$ cat config.mk
export PLATFORM = sky130hd
export DESIGN_NAME = timing_event_usage_statistics
export DESIGN_NICKNAME = d
export VERILOG_FILES = /design/src/rtl/tes_pkg.sv /design/src/rtl/tes_mod.sv /design/src/rtl/tes_front.sv /design/src/rtl/tes_queue.sv /design/src/rtl/tes_back.sv /design/src/rtl/timing_event_usage_statistics.sv
export VERILOG_INCLUDE_DIRS = /design/src /design/src/rtl
export SDC_FILE = /design/constraint.sdc
export NUM_CORES = 2
export LEC_CHECK = 0
export ABC_CLOCK_PERIOD_IN_PS = 17500
export BUFFER_PORTS_ARGS = -buffer_cell sky130_fd_sc_hd__clkbuf_2
export CORE_UTILIZATION = 55
export CTS_BUF_LIST = sky130_fd_sc_hd__clkbuf_4
export CTS_CLUSTER_SIZE = 24
export DETAILED_ROUTE_END_ITERATION = 6
export PLACE_DENSITY_LB_ADDON = 0.1
export SKIP_CTS_REPAIR_TIMING = 1
export SYNTH_ARGS = -nofsm -noshare
export SYNTH_HDL_FRONTEND = slang
export SYNTH_SLANG_ARGS = --single-unit
$ cat constraint.sdc
create_clock -name clk -period 17.5 [get_ports clk]
set_clock_uncertainty 0.15 [all_clocks]
set_input_delay 0.875 -clock clk [delete_from_list [all_inputs] [get_ports clk]]
set_output_delay 0.875 -clock clk [all_outputs]
set_load 0.005 [all_outputs]
$ cat src/rtl/timing_event_usage_statistics_assert.svh
// Assertion macros shared by the statistics block.
`ifndef TIMING_EVENT_USAGE_STATISTICS_ASSERT_SVH
`define TIMING_EVENT_USAGE_STATISTICS_ASSERT_SVH

// Same-cycle implication, disabled during reset.
`define TES_ASSERT_IMP(label, clk, rst_n, ante, cons, msg) \
    label: assert property (@(posedge clk) disable iff (!rst_n) (ante) |-> (cons)) \
        else $error(msg);

// Next-cycle implication, disabled during reset.
`define TES_ASSERT_NXT(label, clk, rst_n, ante, cons, msg) \
    label: assert property (@(posedge clk) disable iff (!rst_n) (ante) |=> (cons)) \
        else $error(msg);

`endif

$ cat src/rtl/tes_pkg.sv
// Shared types and constants of the timing event usage statistics block.
package tes_pkg;

    localparam logic [11:0] GROUP_BASE   = 12'h1c0;
    localparam logic [31:0] GAP_RESET    = 32'd10000000;
    localparam logic [15:0] PERIOD_RESET = 16'd200;

    localparam int MODE_W    = 5;
    localparam int GIDX_W    = 4;   // covers up to 16 groups
    localparam int AIDX_W    = 6;   // covers up to 64 accelerators
    localparam int CFG_IDX_W = 8;

    localparam logic [CFG_IDX_W-1:0] CFG_GAP    = 8'd0;
    localparam logic [CFG_IDX_W-1:0] CFG_PERIOD = 8'd1;

    // Work handed from the front to the back.
    typedef struct packed {
        logic              dump;
        logic              count;
        logic [GIDX_W-1:0] gidx;
        logic [AIDX_W-1:0] acc;
        logic [MODE_W-1:0] modes;
    } cmd_t;

    typedef struct packed {
        logic done;
        logic rem_zero;
    } mod_status_t;

    typedef enum logic [1:0] {
        F_IDLE,
        F_EVAL,
        F_DIV,
        F_SEND
    } front_state_t;

    typedef enum logic [2:0] {
        B_IDLE,
        B_DUMP_RD,
        B_DUMP_OUT,
        B_CNT_RD,
        B_CNT_WR
    } back_state_t;

endpackage

$ cat src/rtl/tes_mod.sv
// Bit-serial remainder unit: cycle count modulo period, one quotient bit per cycle.
module tes_mod
(
    input  logic                 clk,
    input  logic                 rst_n,
    input  logic                 start,
    input  logic [31:0]          dividend,
    input  logic [15:0]          divisor,
    output tes_pkg::mod_status_t status
);

    logic        busy_reg;
    logic        done_reg;
    logic [4:0]  step_reg;
    logic [15:0] rem_reg;
    logic [31:0] dvd_reg;
    logic [15:0] dsr_reg;
    logic [16:0] trial;
    logic [16:0] trial_sub;
    logic        trial_ge;

    always_comb
    begin
        trial     = {rem_reg, dvd_reg[31]};
        trial_ge  = trial >= {1'b0, dsr_reg};
        trial_sub = trial - {1'b0, dsr_reg};
    end

    always_ff @(posedge clk or negedge rst_n)
    begin
        if (!rst_n)
        begin
            busy_reg <= 1'b0;
            done_reg <= 1'b0;
            step_reg <= '0;
        end
        else
        begin
            done_reg <= busy_reg && (step_reg == 5'd31);
            if (start)
            begin
                busy_reg <= 1'b1;
                step_reg <= '0;
            end
            else if (busy_reg)
            begin
                step_reg <= step_reg + 5'd1;
                if (step_reg == 5'd31)
                    busy_reg <= 1'b0;
            end
        end
    end

    always_ff @(posedge clk)
    begin
        if (start)
        begin
            dvd_reg <= dividend;
            dsr_reg <= divisor;
            rem_reg <= '0;
        end
        else if (busy_reg)
        begin
            dvd_reg <= {dvd_reg[30:0], 1'b0};
            rem_reg <= trial_ge ? trial_sub[15:0] : trial[15:0];
        end
    end

    assign status.done     = done_reg;
    assign status.rem_zero = (rem_reg == '0);

endmodule

$ cat src/rtl/tes_front.sv
// Front end: accepts events, tracks machine cycles and classifies each event.
module tes_front #(
    parameter int NUM_GROUPS = 7,
    parameter int NUM_ACCELS = 16
)
(
    input  logic                             clk,
    input  logic                             rst_n,
    input  logic                             push,
    output logic                             full,
    input  logic signed [63:0]               deadline,
    input  logic [11:0]                      group_id,
    input  logic [11:0]                      accel_id,
    input  logic [1:0]                       source_flags,
    input  logic [3:0]                       pulse_flags,
    input  logic                             cfg_valid,
    input  logic [tes_pkg::CFG_IDX_W-1:0]    cfg_index,
    input  logic [31:0]                      cfg_data,
    input  logic                             q_full,
    output logic                             q_push,
    output tes_pkg::cmd_t                    q_cmd
);

    tes_pkg::front_state_t state_reg, state_next;

    logic [31:0] gap_reg;
    logic [15:0] period_reg;
    logic        primed_reg;
    logic [63:0] prev_reg;
    logic [31:0] cycle_reg;
    logic        dump_reg;

    logic [63:0] ev_deadline_reg;
    logic [11:0] ev_gid_reg;
    logic [11:0] ev_acc_reg;
    logic [1:0]  ev_src_reg;
    logic [3:0]  ev_pul_reg;

    logic [63:0] diff;
    logic        open_cycle;
    logic        need_div;
    logic        ev_load;
    logic        div_start;
    logic        grp_ok;
    logic        acc_ok;

    tes_pkg::mod_status_t div_status;

    tes_mod u_mod
    (
        .clk      (clk),
        .rst_n    (rst_n),
        .start    (div_start),
        .dividend (cycle_reg),
        .divisor  (period_reg),
        .status   (div_status)
    );

    always_comb
    begin
        // signed difference: a wrapped or negative gap never opens a cycle
        diff       = ev_deadline_reg - prev_reg;
        open_cycle = primed_reg && !diff[63] && (diff > {32'd0, gap_reg});
        need_div   = open_cycle && (cycle_reg != '0) && (period_reg != '0);
    end

    always_comb
    begin
        state_next = state_reg;
        case (state_reg)
            tes_pkg::F_IDLE:
            begin
                if (push)
                    state_next = tes_pkg::F_EVAL;
            end
            tes_pkg::F_EVAL:
            begin
                state_next = need_div ? tes_pkg::F_DIV : tes_pkg::F_SEND;
            end
            tes_pkg::F_DIV:
            begin
                if (div_status.done)
                    state_next = tes_pkg::F_SEND;
            end
            tes_pkg::F_SEND:
            begin
                if (!q_full)
                    state_next = tes_pkg::F_IDLE;
            end
            default:
            begin
                state_next = tes_pkg::F_IDLE;
            end
        endcase
    end

    always_comb
    begin
        full      = 1'b1;
        ev_load   = 1'b0;
        div_start = 1'b0;
        q_push    = 1'b0;
        case (state_reg)
            tes_pkg::F_IDLE:
            begin
                full    = 1'b0;
                ev_load = push;
            end
            tes_pkg::F_EVAL:
            begin
                div_start = need_div;
            end
            tes_pkg::F_SEND:
            begin
                q_push = !q_full;
            end
            default:
            begin
                full = 1'b1;
            end
        endcase
    end

    always_ff @(posedge clk or negedge rst_n)
    begin
        if (!rst_n)
        begin
            state_reg  <= tes_pkg::F_IDLE;
            gap_reg    <= tes_pkg::GAP_RESET;
            period_reg <= tes_pkg::PERIOD_RESET;
            primed_reg <= 1'b0;
            prev_reg   <= '0;
            cycle_reg  <= '0;
            dump_reg   <= 1'b0;
        end
        else
        begin
            state_reg <= state_next;
            if (cfg_valid)
            begin
                case (cfg_index)
                    tes_pkg::CFG_GAP:    gap_reg    <= cfg_data;
                    tes_pkg::CFG_PERIOD: period_reg <= cfg_data[15:0];
                    default:             ;
                endcase
            end
            if (state_reg == tes_pkg::F_EVAL)
            begin
                dump_reg <= 1'b0;
                if (!primed_reg)
                begin
                    prev_reg   <= ev_deadline_reg;
                    primed_reg <= 1'b1;
                end
                else if (open_cycle)
                begin
                    prev_reg  <= ev_deadline_reg;
                    cycle_reg <= cycle_reg + 32'd1;
                end
            end
            if ((state_reg == tes_pkg::F_DIV) && div_status.done)
                dump_reg <= div_status.rem_zero;
        end
    end

    always_ff @(posedge clk)
    begin
        if (ev_load)
        begin
            ev_deadline_reg <= $unsigned(deadline);
            ev_gid_reg      <= group_id;
            ev_acc_reg      <= accel_id;
            ev_src_reg      <= source_flags;
            ev_pul_reg      <= pulse_flags;
        end
    end

    always_comb
    begin
        grp_ok = (ev_gid_reg >= tes_pkg::GROUP_BASE) &&
                 ({1'b0, ev_gid_reg} < ({1'b0, tes_pkg::GROUP_BASE} + 13'(NUM_GROUPS)));
        acc_ok = ev_acc_reg < 12'(NUM_ACCELS);

        q_cmd.dump  = dump_reg;
        q_cmd.count = grp_ok && acc_ok;
        q_cmd.gidx  = tes_pkg::GIDX_W'(ev_gid_reg - tes_pkg::GROUP_BASE);
        q_cmd.acc   = tes_pkg::AIDX_W'(ev_acc_reg);
        // N, S, H, R, D from bit 0 up
        q_cmd.modes = {ev_pul_reg[2], ev_pul_reg[1], ev_pul_reg[3],
                       ev_src_reg[1], ev_src_reg[0]};
    end

endmodule

$ cat src/rtl/tes_queue.sv
// Two-entry command queue between the front and the back.
module tes_queue
(
    input  logic          clk,
    input  logic          rst_n,
    input  logic          push,
    input  tes_pkg::cmd_t din,
    output logic          full,
    input  logic          pop,
    output tes_pkg::cmd_t dout,
    output logic          empty
);

    tes_pkg::cmd_t entry_reg [2];
    logic          wr_ptr_reg;
    logic          rd_ptr_reg;
    logic [1:0]    cnt_reg;
    logic          do_push;
    logic          do_pop;

    assign full    = (cnt_reg == 2'd2);
    assign empty   = (cnt_reg == 2'd0);
    assign do_push = push && !full;
    assign do_pop  = pop && !empty;
    assign dout    = entry_reg[rd_ptr_reg];

    always_ff @(posedge clk or negedge rst_n)
    begin
        if (!rst_n)
        begin
            wr_ptr_reg <= 1'b0;
            rd_ptr_reg <= 1'b0;
            cnt_reg    <= '0;
        end
        else
        begin
            if (do_push)
                wr_ptr_reg <= !wr_ptr_reg;
            if (do_pop)
                rd_ptr_reg <= !rd_ptr_reg;
            if (do_push && !do_pop)
                cnt_reg <= cnt_reg + 2'd1;
            else if (do_pop && !do_push)
                cnt_reg <= cnt_reg - 2'd1;
        end
    end

    always_ff @(posedge clk)
    begin
        if (do_push)
            entry_reg[wr_ptr_reg] <= din;
    end

endmodule

$ cat src/rtl/tes_back.sv
// Back end: statistics store, table dump and per-event counting.
`include "timing_event_usage_statistics_assert.svh"

module tes_back #(
    parameter int NUM_GROUPS  = 7,
    parameter int NUM_ACCELS  = 16,
    parameter int COUNT_WIDTH = 16
)
(
    input  logic          clk,
    input  logic          rst_n,
    input  tes_pkg::cmd_t q_head,
    input  logic          q_empty,
    output logic          q_pop,
    output logic          empty,
    input  logic          pop,
    output logic [3:0]    accel_index,
    output logic [6:0]    group_mask,
    output logic [15:0]   last_count,
    output logic [4:0]    mode_flags,
    output logic          last_row
);

    localparam int AW   = (NUM_ACCELS > 1) ? $clog2(NUM_ACCELS) : 1;
    localparam int CW   = COUNT_WIDTH;
    localparam int MOFF = NUM_GROUPS * CW;
    localparam int RW   = MOFF + tes_pkg::MODE_W;
    localparam int PADG = (NUM_GROUPS > 7) ? NUM_GROUPS : 7;
    localparam int PADC = (CW > 16) ? CW : 16;
    localparam int PADA = (AW > 4) ? AW : 4;

    tes_pkg::back_state_t state_reg, state_next;

    tes_pkg::cmd_t        cmd_reg;
    logic [AW-1:0]        idx_reg;
    logic [NUM_ACCELS-1:0] row_valid_reg;
    logic [RW-1:0]        mem_array [NUM_ACCELS];
    logic [RW-1:0]        rd_data_reg;
    logic                 rd_vld_reg;
    logic                 out_valid_reg;

    logic [3:0]           accel_index_reg;
    logic [6:0]           group_mask_reg;
    logic [15:0]          last_count_reg;
    logic [4:0]           mode_flags_reg;
    logic                 last_row_reg;

    logic [AW-1:0]        cmd_acc;
    logic [AW-1:0]        rd_addr;
    logic                 rd_en;
    logic                 we;
    logic                 out_load;
    logic                 last_idx;

    logic [RW-1:0]        row;
    logic [RW-1:0]        wr_row;
    logic [CW-1:0]        cnt [NUM_GROUPS];
    logic [NUM_GROUPS-1:0] nz;
    logic [CW-1:0]        last_cnt;
    logic [PADG-1:0]      nz_pad;
    logic [PADC-1:0]      last_pad;
    logic [PADA-1:0]      idx_pad;

    assign cmd_acc  = cmd_reg.acc[AW-1:0];
    assign last_idx = (idx_reg == AW'(NUM_ACCELS - 1));

    // row decode; a row not written since the last clear reads as zero
    always_comb
    begin
        row      = rd_vld_reg ? rd_data_reg : '0;
        last_cnt = '0;
        for (int g = 0; g < NUM_GROUPS; g++)
        begin
            cnt[g] = row[g*CW +: CW];
            nz[g]  = (cnt[g] != '0);
        end
        for (int g = 0; g < NUM_GROUPS; g++)
        begin
            if (nz[g])
                last_cnt = cnt[g];
        end
        nz_pad   = PADG'(nz);
        last_pad = PADC'(last_cnt);
        idx_pad  = PADA'(idx_reg);
    end

    // saturating increment of the selected group, sticky mode OR
    always_comb
    begin
        for (int g = 0; g < NUM_GROUPS; g++)
        begin
            if (tes_pkg::GIDX_W'(g) == cmd_reg.gidx)
                wr_row[g*CW +: CW] = (cnt[g] == '1) ? cnt[g] : cnt[g] + CW'(1);
            else
                wr_row[g*CW +: CW] = cnt[g];
        end
        wr_row[MOFF +: tes_pkg::MODE_W] = row[MOFF +: tes_pkg::MODE_W] | cmd_reg.modes;
    end

    always_comb
    begin
        state_next = state_reg;
        case (state_reg)
            tes_pkg::B_IDLE:
            begin
                if (!q_empty)
                begin
                    if (q_head.dump)
                        state_next = tes_pkg::B_DUMP_RD;
                    else if (q_head.count)
                        state_next = tes_pkg::B_CNT_RD;
                end
            end
            tes_pkg::B_DUMP_RD:
            begin
                state_next = tes_pkg::B_DUMP_OUT;
            end
            tes_pkg::B_DUMP_OUT:
            begin
                if (out_load)
                begin
                    if (!last_idx)
                        state_next = tes_pkg::B_DUMP_RD;
                    else if (cmd_reg.count)
                        state_next = tes_pkg::B_CNT_RD;
                    else
                        state_next = tes_pkg::B_IDLE;
                end
            end
            tes_pkg::B_CNT_RD:
            begin
                state_next = tes_pkg::B_CNT_WR;
            end
            tes_pkg::B_CNT_WR:
            begin
                state_next = tes_pkg::B_IDLE;
            end
            default:
            begin
                state_next = tes_pkg::B_IDLE;
            end
        endcase
    end

    always_comb
    begin
        q_pop    = 1'b0;
        rd_en    = 1'b0;
        rd_addr  = idx_reg;
        we       = 1'b0;
        out_load = 1'b0;
        case (state_reg)
            tes_pkg::B_IDLE:
            begin
                q_pop = !q_empty;
            end
            tes_pkg::B_DUMP_RD:
            begin
                rd_en = 1'b1;
            end
            tes_pkg::B_DUMP_OUT:
            begin
                out_load = !out_valid_reg || pop;
            end
            tes_pkg::B_CNT_RD:
            begin
                rd_en   = 1'b1;
                rd_addr = cmd_acc;
            end
            tes_pkg::B_CNT_WR:
            begin
                we = 1'b1;
            end
            default:
            begin
                q_pop = 1'b0;
            end
        endcase
    end

    always_ff @(posedge clk or negedge rst_n)
    begin
        if (!rst_n)
        begin
            state_reg     <= tes_pkg::B_IDLE;
            idx_reg       <= '0;
            row_valid_reg <= '0;
            rd_vld_reg    <= 1'b0;
            out_valid_reg <= 1'b0;
        end
        else
        begin
            state_reg <= state_next;
            if (rd_en)
                rd_vld_reg <= row_valid_reg[rd_addr];
            if (out_load)
            begin
                idx_reg <= last_idx ? '0 : idx_reg + AW'(1);
                out_valid_reg <= 1'b1;
            end
            else if (pop)
                out_valid_reg <= 1'b0;
            // clear the store once the last row of a dump is out
            if (out_load && last_idx)
                row_valid_reg <= '0;
            else if (we)
                row_valid_reg[cmd_acc] <= 1'b1;
        end
    end

    always_ff @(posedge clk)
    begin
        if (q_pop)
            cmd_reg <= q_head;
        if (out_load)
        begin
            accel_index_reg <= idx_pad[3:0];
            group_mask_reg  <= nz_pad[6:0];
            last_count_reg  <= last_pad[15:0];
            mode_flags_reg  <= row[MOFF +: tes_pkg::MODE_W];
            last_row_reg    <= last_idx;
        end
    end

    always_ff @(posedge clk)
    begin
        if (we)
            mem_array[cmd_acc] <= wr_row;
    end

    always_ff @(posedge clk)
    begin
        if (rd_en)
            rd_data_reg <= mem_array[rd_addr];
    end

    assign empty       = !out_valid_reg;
    assign accel_index = accel_index_reg;
    assign group_mask  = group_mask_reg;
    assign last_count  = last_count_reg;
    assign mode_flags  = mode_flags_reg;
    assign last_row    = last_row_reg;

    `TES_ASSERT_NXT(a_result_held, clk, rst_n, out_valid_reg && !pop, out_valid_reg, "result item lost while stalled")
    `TES_ASSERT_NXT(a_store_cleared, clk, rst_n, out_load && last_idx, row_valid_reg == '0, "store not cleared after dump")
    `TES_ASSERT_NXT(a_count_written, clk, rst_n, state_reg == tes_pkg::B_CNT_WR, row_valid_reg[cmd_acc] && (state_reg == tes_pkg::B_IDLE), "counted row not marked valid")

endmodule

$ cat src/rtl/timing_event_usage_statistics.sv
// Timing event usage statistics: top level.
//
// Input channel: push/full. One event (deadline, group_id, accel_id,
// source_flags, pulse_flags) is taken when push is high and full is low.
// Result channel: empty/pop. While empty is low the oldest dump row is on
// accel_index..last_row; it leaves when pop is high.
// Config channel: cfg_valid/cfg_ready (ready always high); cfg_index 0 is
// the gap threshold, 1 the period. Write only while the block is idle.
// Front: each event passes F_IDLE, F_EVAL and F_SEND, plus F_DIV for the
// bit-serial remainder of the cycle count by the period whenever a new
// machine cycle opens with a nonzero count and a nonzero period.
// A two-entry queue lets the front run ahead of the back.
// Back: counting is a read-modify-write of one store row; a dump reads and
// outputs each row, and the store clears in the same cycle as the last row.
// Reset clears control state and row-valid bits at once; no clearing pass.
// A stalled result blocks the back; the front and queue keep taking events
// until the queue fills, then full stays high.
module timing_event_usage_statistics #(
    parameter int NUM_GROUPS  = 7,
    parameter int NUM_ACCELS  = 16,
    parameter int COUNT_WIDTH = 16
)
(
    input  logic                          clk,
    input  logic                          rst_n,
    input  logic                          push,
    output logic                          full,
    input  logic signed [63:0]            deadline,
    input  logic [11:0]                   group_id,
    input  logic [11:0]                   accel_id,
    input  logic [1:0]                    source_flags,
    input  logic [3:0]                    pulse_flags,
    output logic                          empty,
    input  logic                          pop,
    output logic [3:0]                    accel_index,
    output logic [6:0]                    group_mask,
    output logic [15:0]                   last_count,
    output logic [4:0]                    mode_flags,
    output logic                          last_row,
    input  logic                          cfg_valid,
    output logic                          cfg_ready,
    input  logic [tes_pkg::CFG_IDX_W-1:0] cfg_index,
    input  logic [31:0]                   cfg_data
);

    tes_pkg::cmd_t f_cmd;
    tes_pkg::cmd_t q_head;
    logic          q_push;
    logic          q_full;
    logic          q_pop;
    logic          q_empty;

    assign cfg_ready = 1'b1;

    tes_front #(
        .NUM_GROUPS (NUM_GROUPS),
        .NUM_ACCELS (NUM_ACCELS)
    ) u_front
    (
        .clk          (clk),
        .rst_n        (rst_n),
        .push         (push),
        .full         (full),
        .deadline     (deadline),
        .group_id     (group_id),
        .accel_id     (accel_id),
        .source_flags (source_flags),
        .pulse_flags  (pulse_flags),
        .cfg_valid    (cfg_valid),
        .cfg_index    (cfg_index),
        .cfg_data     (cfg_data),
        .q_full       (q_full),
        .q_push       (q_push),
        .q_cmd        (f_cmd)
    );

    tes_queue u_queue
    (
        .clk   (clk),
        .rst_n (rst_n),
        .push  (q_push),
        .din   (f_cmd),
        .full  (q_full),
        .pop   (q_pop),
        .dout  (q_head),
        .empty (q_empty)
    );

    tes_back #(
        .NUM_GROUPS  (NUM_GROUPS),
        .NUM_ACCELS  (NUM_ACCELS),
        .COUNT_WIDTH (COUNT_WIDTH)
    ) u_back
    (
        .clk         (clk),
        .rst_n       (rst_n),
        .q_head      (q_head),
        .q_empty     (q_empty),
        .q_pop       (q_pop),
        .empty       (empty),
        .pop         (pop),
        .accel_index (accel_index),
        .group_mask  (group_mask),
        .last_count  (last_count),
        .mode_flags  (mode_flags),
        .last_row    (last_row)
    );

endmodule
Word level (Yosys, flattened, before mapping)

Memory sizes are Yosys's and may differ from the RTL's. A register that Yosys moved wholly into a read port is not among the register bits.
Cells that the tools add are included.

Register bits: 389
Memory bits (writable): 1906
Input bits: 139
Output and inout bits: 36
Logic and storage cells: 213
Memories kept: 2

Add/subtract/negate cells: 15
$lt $le $gt $ge: 8
Equal/unequal tests: 31
Multiplexer cells: 70
Bitwise logic cells: 2
Reduce and logical (&&, ||, !) cells: 50

Memory list:

| name              | words | width | rd ports | clocked after memory_dff | write ports | RTL line        | text |
|---|---|---|---|---|---|---|---|
| u_back.mem_array  | 16    | 117   | 1        | 1                        | 1           | tes_back.sv:37  | `logic [RW-1:0] mem_array [NUM_ACCELS];` |
| u_queue.entry_reg | 2     | 17    | 1        | 0                        | 1           | tes_queue.sv:14 | `tes_pkg::cmd_t entry_reg [2];` |

Operator list:

| operator                                                            | count |
|---|---|
| 2-to-1 mux 16 bit                                                   | 24 |
| 2-to-1 mux 64 bit                                                   | 2 |
| nonzero test 16 bit                                                 | 8 |
| 2-to-1 mux 117 bit                                                  | 1 |
| adder 16 x 1 -> 16 bit (second input constant)                      | 7 |
| equality test 16 bit (second input constant)                        | 7 |
| greater-than comparator 64 x 32 -> 1 bit                            | 1 |
| 2-to-1 mux 32 bit                                                   | 2 |
| subtractor 64 bit                                                   | 1 |
| adder 32 x 1 -> 32 bit (second input constant)                      | 1 |
| nonzero test 32 bit                                                 | 1 |
| 2-to-1 mux 1 bit                                                    | 22 |
| greater-or-equal comparator 17 x 16 -> 1 bit                        | 1 |
| zero test 16 bit                                                    | 1 |
| OR 16 bit                                                           | 1 |
| subtractor 16 bit                                                   | 1 |
| 2-to-1 mux 3 bit                                                    | 5 |
| logical AND 1 bit                                                   | 14 |
| equality test 3 x 4 -> 1 bit (first input constant)                 | 3 |
| greater-or-equal comparator 12 x 9 -> 1 bit (second input constant) | 1 |
| < comparator 12 x 5 -> 1 bit (second input constant)                | 1 |
| < comparator 12 x 9 -> 1 bit (second input constant)                | 1 |
| 2-to-1 mux 2 bit                                                    | 6 |
| case mux 3 bit (4 select lines)                                     | 1 |
| other kinds (36)                                                    | 63 |

Logic depth before layout (Yosys ltp)

Depth after elaboration: 9
Depth in mapped cells: 28
Gate-level depth less buffers: 26

Modules after synthesis

A second synthesis with hierarchy kept.

Cells, all modules: 5725
Area, all modules: 100361.3 µm²

By module, submodules not included:

| module                        | instances | cells an instance | area each (µm²) | seq. area each (µm²) |
|---|---|---|---|---|
| tes_back                      | 1         | 3881              | 80347.1         | 61764.2 |
| tes_front                     | 1         | 1456              | 14806.7         | 6510.0 |
| tes_mod                       | 1         | 314               | 3722.3          | 1936.9 |
| tes_queue                     | 1         | 72                | 1473.9          | 1121.1 |
| timing_event_usage_statistics | 1         | 2                 | 11.3            | 0.0 |

Least setup slack after synthesis

Ideal clock, no wire load.

Path kind: register to register
Start point: reg u_back.state_reg[0]
End point: reg u_back.rd_data_reg[3], read port of u_back.mem_array (data pin)
Setup time: 274 ps
Arrival: 9604 ps
Required time: 17076 ps
Setup slack: 7471 ps
Stages on the path, launching flop included: 11
Path buffers: 4
Period minus slack after synthesis: 10029 ps
Cells stage by stage: dfrtp_1 clkbuf_1 nor2b_1 nand2_1 mux2i_1 clkbuf_1 buf_1 buf_1 mux4_2 nand2_1 a31oi_1

Word-level cells in the longest chain between the ends: 3
Elaborated cells on any way between the ends: 5
Those cells by class: eq/ne: 2; mux: 2; reduce/logical: 1

Ends and longest elaborated chain:

| element                                                                      | RTL line        | text |
|---|---|---|
| start, declared                                                              | tes_back.sv:32  | `tes_pkg::back_state_t state_reg, state_next;` |
| start signal, assigned                                                       | tes_back.sv:185 | `state_reg <= tes_pkg::B_IDLE;` |
| start signal, assigned                                                       | tes_back.sv:193 | `state_reg <= state_next;` |
| equality test 3 x 1 -> 1 bit or equality test 3 x 2 -> 1 bit (tied branches) | tes_back.sv:152 | `case (state_reg)` |
| OR reduction 2 bit (no line) *                                               | -               |  |
| 2-to-1 mux 1 bit *                                                           | tes_back.sv:152 |  |
| net u_back.rd_en                                                             | tes_back.sv:50  | `logic rd_en;` |
| end, declared                                                                | tes_back.sv:38  | `logic [RW-1:0] rd_data_reg;` |

The timed path passes the listed nets; every way through them passes the cells marked *.
A chain may end at the register's enable or synchronous reset.

Worst setup path after layout

Start point: reg u_front.ev_deadline_reg[0]
End point: reg u_front.state_reg[0]

Word-level cells in the longest chain between the ends: 8
Elaborated cells on any way between the ends: 9
Those cells by class: add/sub: 1; order compare: 1; mux: 2; reduce/logical: 5

Ends and longest elaborated chain:

| element                                                                                          | RTL line         | text |
|---|---|---|
| start, declared                                                                                  | tes_front.sv:33  | `logic [63:0] ev_deadline_reg;` |
| start signal, assigned                                                                           | tes_front.sv:170 | `ev_deadline_reg <= $unsigned(deadline);` |
| subtractor 64 bit *                                                                              | tes_front.sv:62  | `diff = ev_deadline_reg - prev_reg;` |
| parallel branches: the longest is 2 deep, another holds greater-than comparator 64 x 32 -> 1 bit | -                |  |
| logical AND 1 bit *                                                                              | tes_front.sv:63  | `open_cycle = primed_reg && !diff[63] && (diff > {32'd0, gap_reg});` |
| logical AND 1 bit * (2 in series)                                                                | tes_front.sv:64  | `need_div = open_cycle && (cycle_reg != '0) && (period_reg != '0);` |
| 2-to-1 mux 1 bit *                                                                               | tes_front.sv:78  | `state_next = need_div ? tes_pkg::F_DIV : tes_pkg::F_SEND;` |
| case mux 2 bit (4 select lines) *                                                                | tes_front.sv:70  | `case (state_reg)` |
| end signal, assigned                                                                             | tes_front.sv:128 | `state_reg <= tes_pkg::F_IDLE;` |
| end signal, assigned                                                                             | tes_front.sv:138 | `state_reg <= state_next;` |
| end, declared                                                                                    | tes_front.sv:24  | `tes_pkg::front_state_t state_reg, state_next;` |

Every way passes the cells marked *.

==> out/metrics.yaml <==
synth-seq-cells: 2407
antenna_found_initial: 8
synthesis.nets: 6601
final_cell_mix: "edfxtp_1, clkbuf_4, nand2_1"
die_w_um: 432
ys_warn_count: 0
overflow: 0
syn_inst: 6324
root_buffer: "clkbuf_4"
die_h_um: 432
drt_iter0_drc: 5930
relSlewSlack: 0.0584
clkTransAtPathRegs_ps: 70
rsz0062_at_grt: "false"
syn_to_final_growth_pct: 12.5
critPathRequiredTime_ps: 18620
fin_cells: 9898
fin_ws_ps: 9190
fin_nets: 7292
route.detailed.drc: 21
crit_fanout: 81
via_per_inst: 6.13
grt_pass1_vias: 60100
synth_top_flop_cell: "edfxtp_1"
clock_path_buffers: 4
cts_buffers: 628
synth_top_cell_by_area: "edfxtp_1"
worst_slew_pin_slew_ps: 1400
async_flop_share: 0.0764
setup_viol: 0
ant_nets: 0
fin_crit_sh: 0.475
dieArea_mm2: 0.187
cts_sinks: 2407
core-area_mm2: 0.183
finalWirelength_mm: 255
crit_arrival_ps: 9430
final_layout_size_suffix_gt1_frac: 0.245
grt_use_met1: 0.377
synth_top_area_frac: 0.651
crit_path_start_kind: "flop"
tns_ps: 0
maxSlewViolCount: 0
boundaryPins: 175
whs_ps: 43.2
wl_per_cell_um: 25.7
mostFrequentLayoutCell: "edfxtp_1"
grt_max_degree: 146
power.leakage_nw: 39.4
power_density_mw_per_mm2: 178
vdd_drop_max_uv: 304
grtUsageMet2: 0.428
vias: 60700
dp_hpwl_mm: 134
dp.cells: 8718
dpl_worst_slack_ps: 9220
grt_util_met3: 0.0495
grt_pass1_wl_mm: 375
portBuffers: 172
cts_tree: "done"
drv_cap: 0
critical_path_class: "reg2reg"
grtUsageTotal: 0.270
first_pass_iters: 7
netlist_area_mm2: 0.102
synth_edf_count: 2207
initial_core_util: 0.555
crit_path_end_kind: "flop"
final.fill_count: 13700
largest_reg_flops: 1872
layout_min_cycle_time_ps: 8310
h-tree-depth: 6
synth_area_leaders: "edfxtp_1, mux4_2, dfrtp_1"
hold_path.class: "in2reg"
max_freq_ghz: 0.120
hold_viol: 0
ys_types: 89
top_usage_layer: "met2"
gp_congestion: 0.981
insertion_delay_ps: 1370
row_count: 157
status: "finished, violations left"
violations: "DRC"
seq_area_frac_synth: 0.699
syn_avg_cell_area_um2: 16.1
-- routing by layer --
metal  wire (um)  up-vias
met1      106000    31000
met2      122000     2569
li1            -    26600
met4        8120        6
met3       18700      477
met5          41        -
-- cells in the mapped netlist, types with 49 or more instances --
master	instances
and2_1	194
a31oi_1	196
o211ai_1	76
nand2_1	582
o21ai_0	203
nor2_1	238
a21oi_1	161
buf_1	78
a211oi_1	144
nor3_1	49
xor2_1	78
xnor2_1	112
edfxtp_1	2207
dfrtp_1	173
inv_1	172
clkbuf_1	231
nor4_1	67
nand3_1	198
ha_1	136
mux2_2	52
nand4_1	95
mux4_2	472
-- cells by family (layout without fill, tap and decap cells) --
kind of cell	after synthesis	in the layout	synth area share
AOI/OAI and AO/OA	949	949	0.0596
xor gates and xnor gates	190	190	0.0163
adders and majority gates	138	138	0.0171
buffers and inverters	513	1613	0.0195
DFF	2407	2407	0.699
muxes	563	563	0.115
other	1	11	0.0000368
and+or+nand+nor	1563	1563	0.0737
-- through the flow --
step                 util  power, mW  cell area, um^2
floorplan               -       13.6           102000
global placement    0.576       15.6           106000
detailed placement  0.576       15.7           106000
CTS                 0.617       20.5           113000
global route        0.624       21.5           115000
finish              0.624       20.4           115000
-- cell type report --
| class | instances | area [um^2] | share of cell area |
|---|---|---|---|
| clock inverter | 137 | 788 | 0.00688 |
| timing repair buffer | 399 | 3120 | 0.0272 |
| antenna | 10 | 25.0 | 0.000218 |
| sequential | 2407 | 71200 | 0.622 |
| inverter | 175 | 657 | 0.00573 |
| tap | 2464 | 3080 | 0.0269 |
| multi-input combinational | 3404 | 28900 | 0.252 |
| clock buffer | 902 | 6770 | 0.0591 |
-- where the power goes --
group,switching [mW],leakage [nW],internal (mW),total (mW)
clock,2.23,4.54,2.48,4.71
combinational,4.43,12.6,2.83,7.26
sequential,0.545,22.2,7.84,8.38
-- worst max-delay path, cell delays in order (launching register included) --
cell       delay (ps)
edfxtp_1          380
inv_1              60
ha_1              200
inv_1              80
fa_1              200
a21o_1            150
a31o_2            180
nand3_1           140
a211oi_1          710
o21bai_1          450
o31ai_1           370
xor2_1            110
ha_1              320
nand4_1            90
nor2_1            190
nand3_1           210
nor2_1            370
o22ai_1           120
or4_1             410
a2111oi_0         660
o2111ai_1         290
nor3_4            230
buf_4             670
buf_4             830
o21ai_0           340
a22oi_1           220
-- worst paths after layout --
check / startpoint / endpoint / slack [ps] / depth (start not counted)
max in group asynchronous: rst_n / u_front.primed_reg$_DFFE_PN0P_ / 14840 / 5
worst min register to register: u_front.ev_pul_reg[3]$_DFFE_PP_ / u_queue.entry_reg[1][2]$_DFFE_PP_ / 280 / 0
worst min-delay path: cfg_index[0] / u_front.gap_reg[10]$_DFFE_PN1P_ / 40 / 5
worst max-delay path: u_front.ev_deadline_reg[0]$_DFFE_PP_ / u_front.state_reg[0]$_DFFE_PN0P_ / 9190 / 25
worst max register to register: u_front.ev_deadline_reg[0]$_DFFE_PP_ / u_front.state_reg[0]$_DFFE_PN0P_ / 9190 / 25
min in group asynchronous: rst_n / u_front.period_reg[3]$_DFFE_PN1P_ / 490 / 3
(Power assumes the default switching activity.)
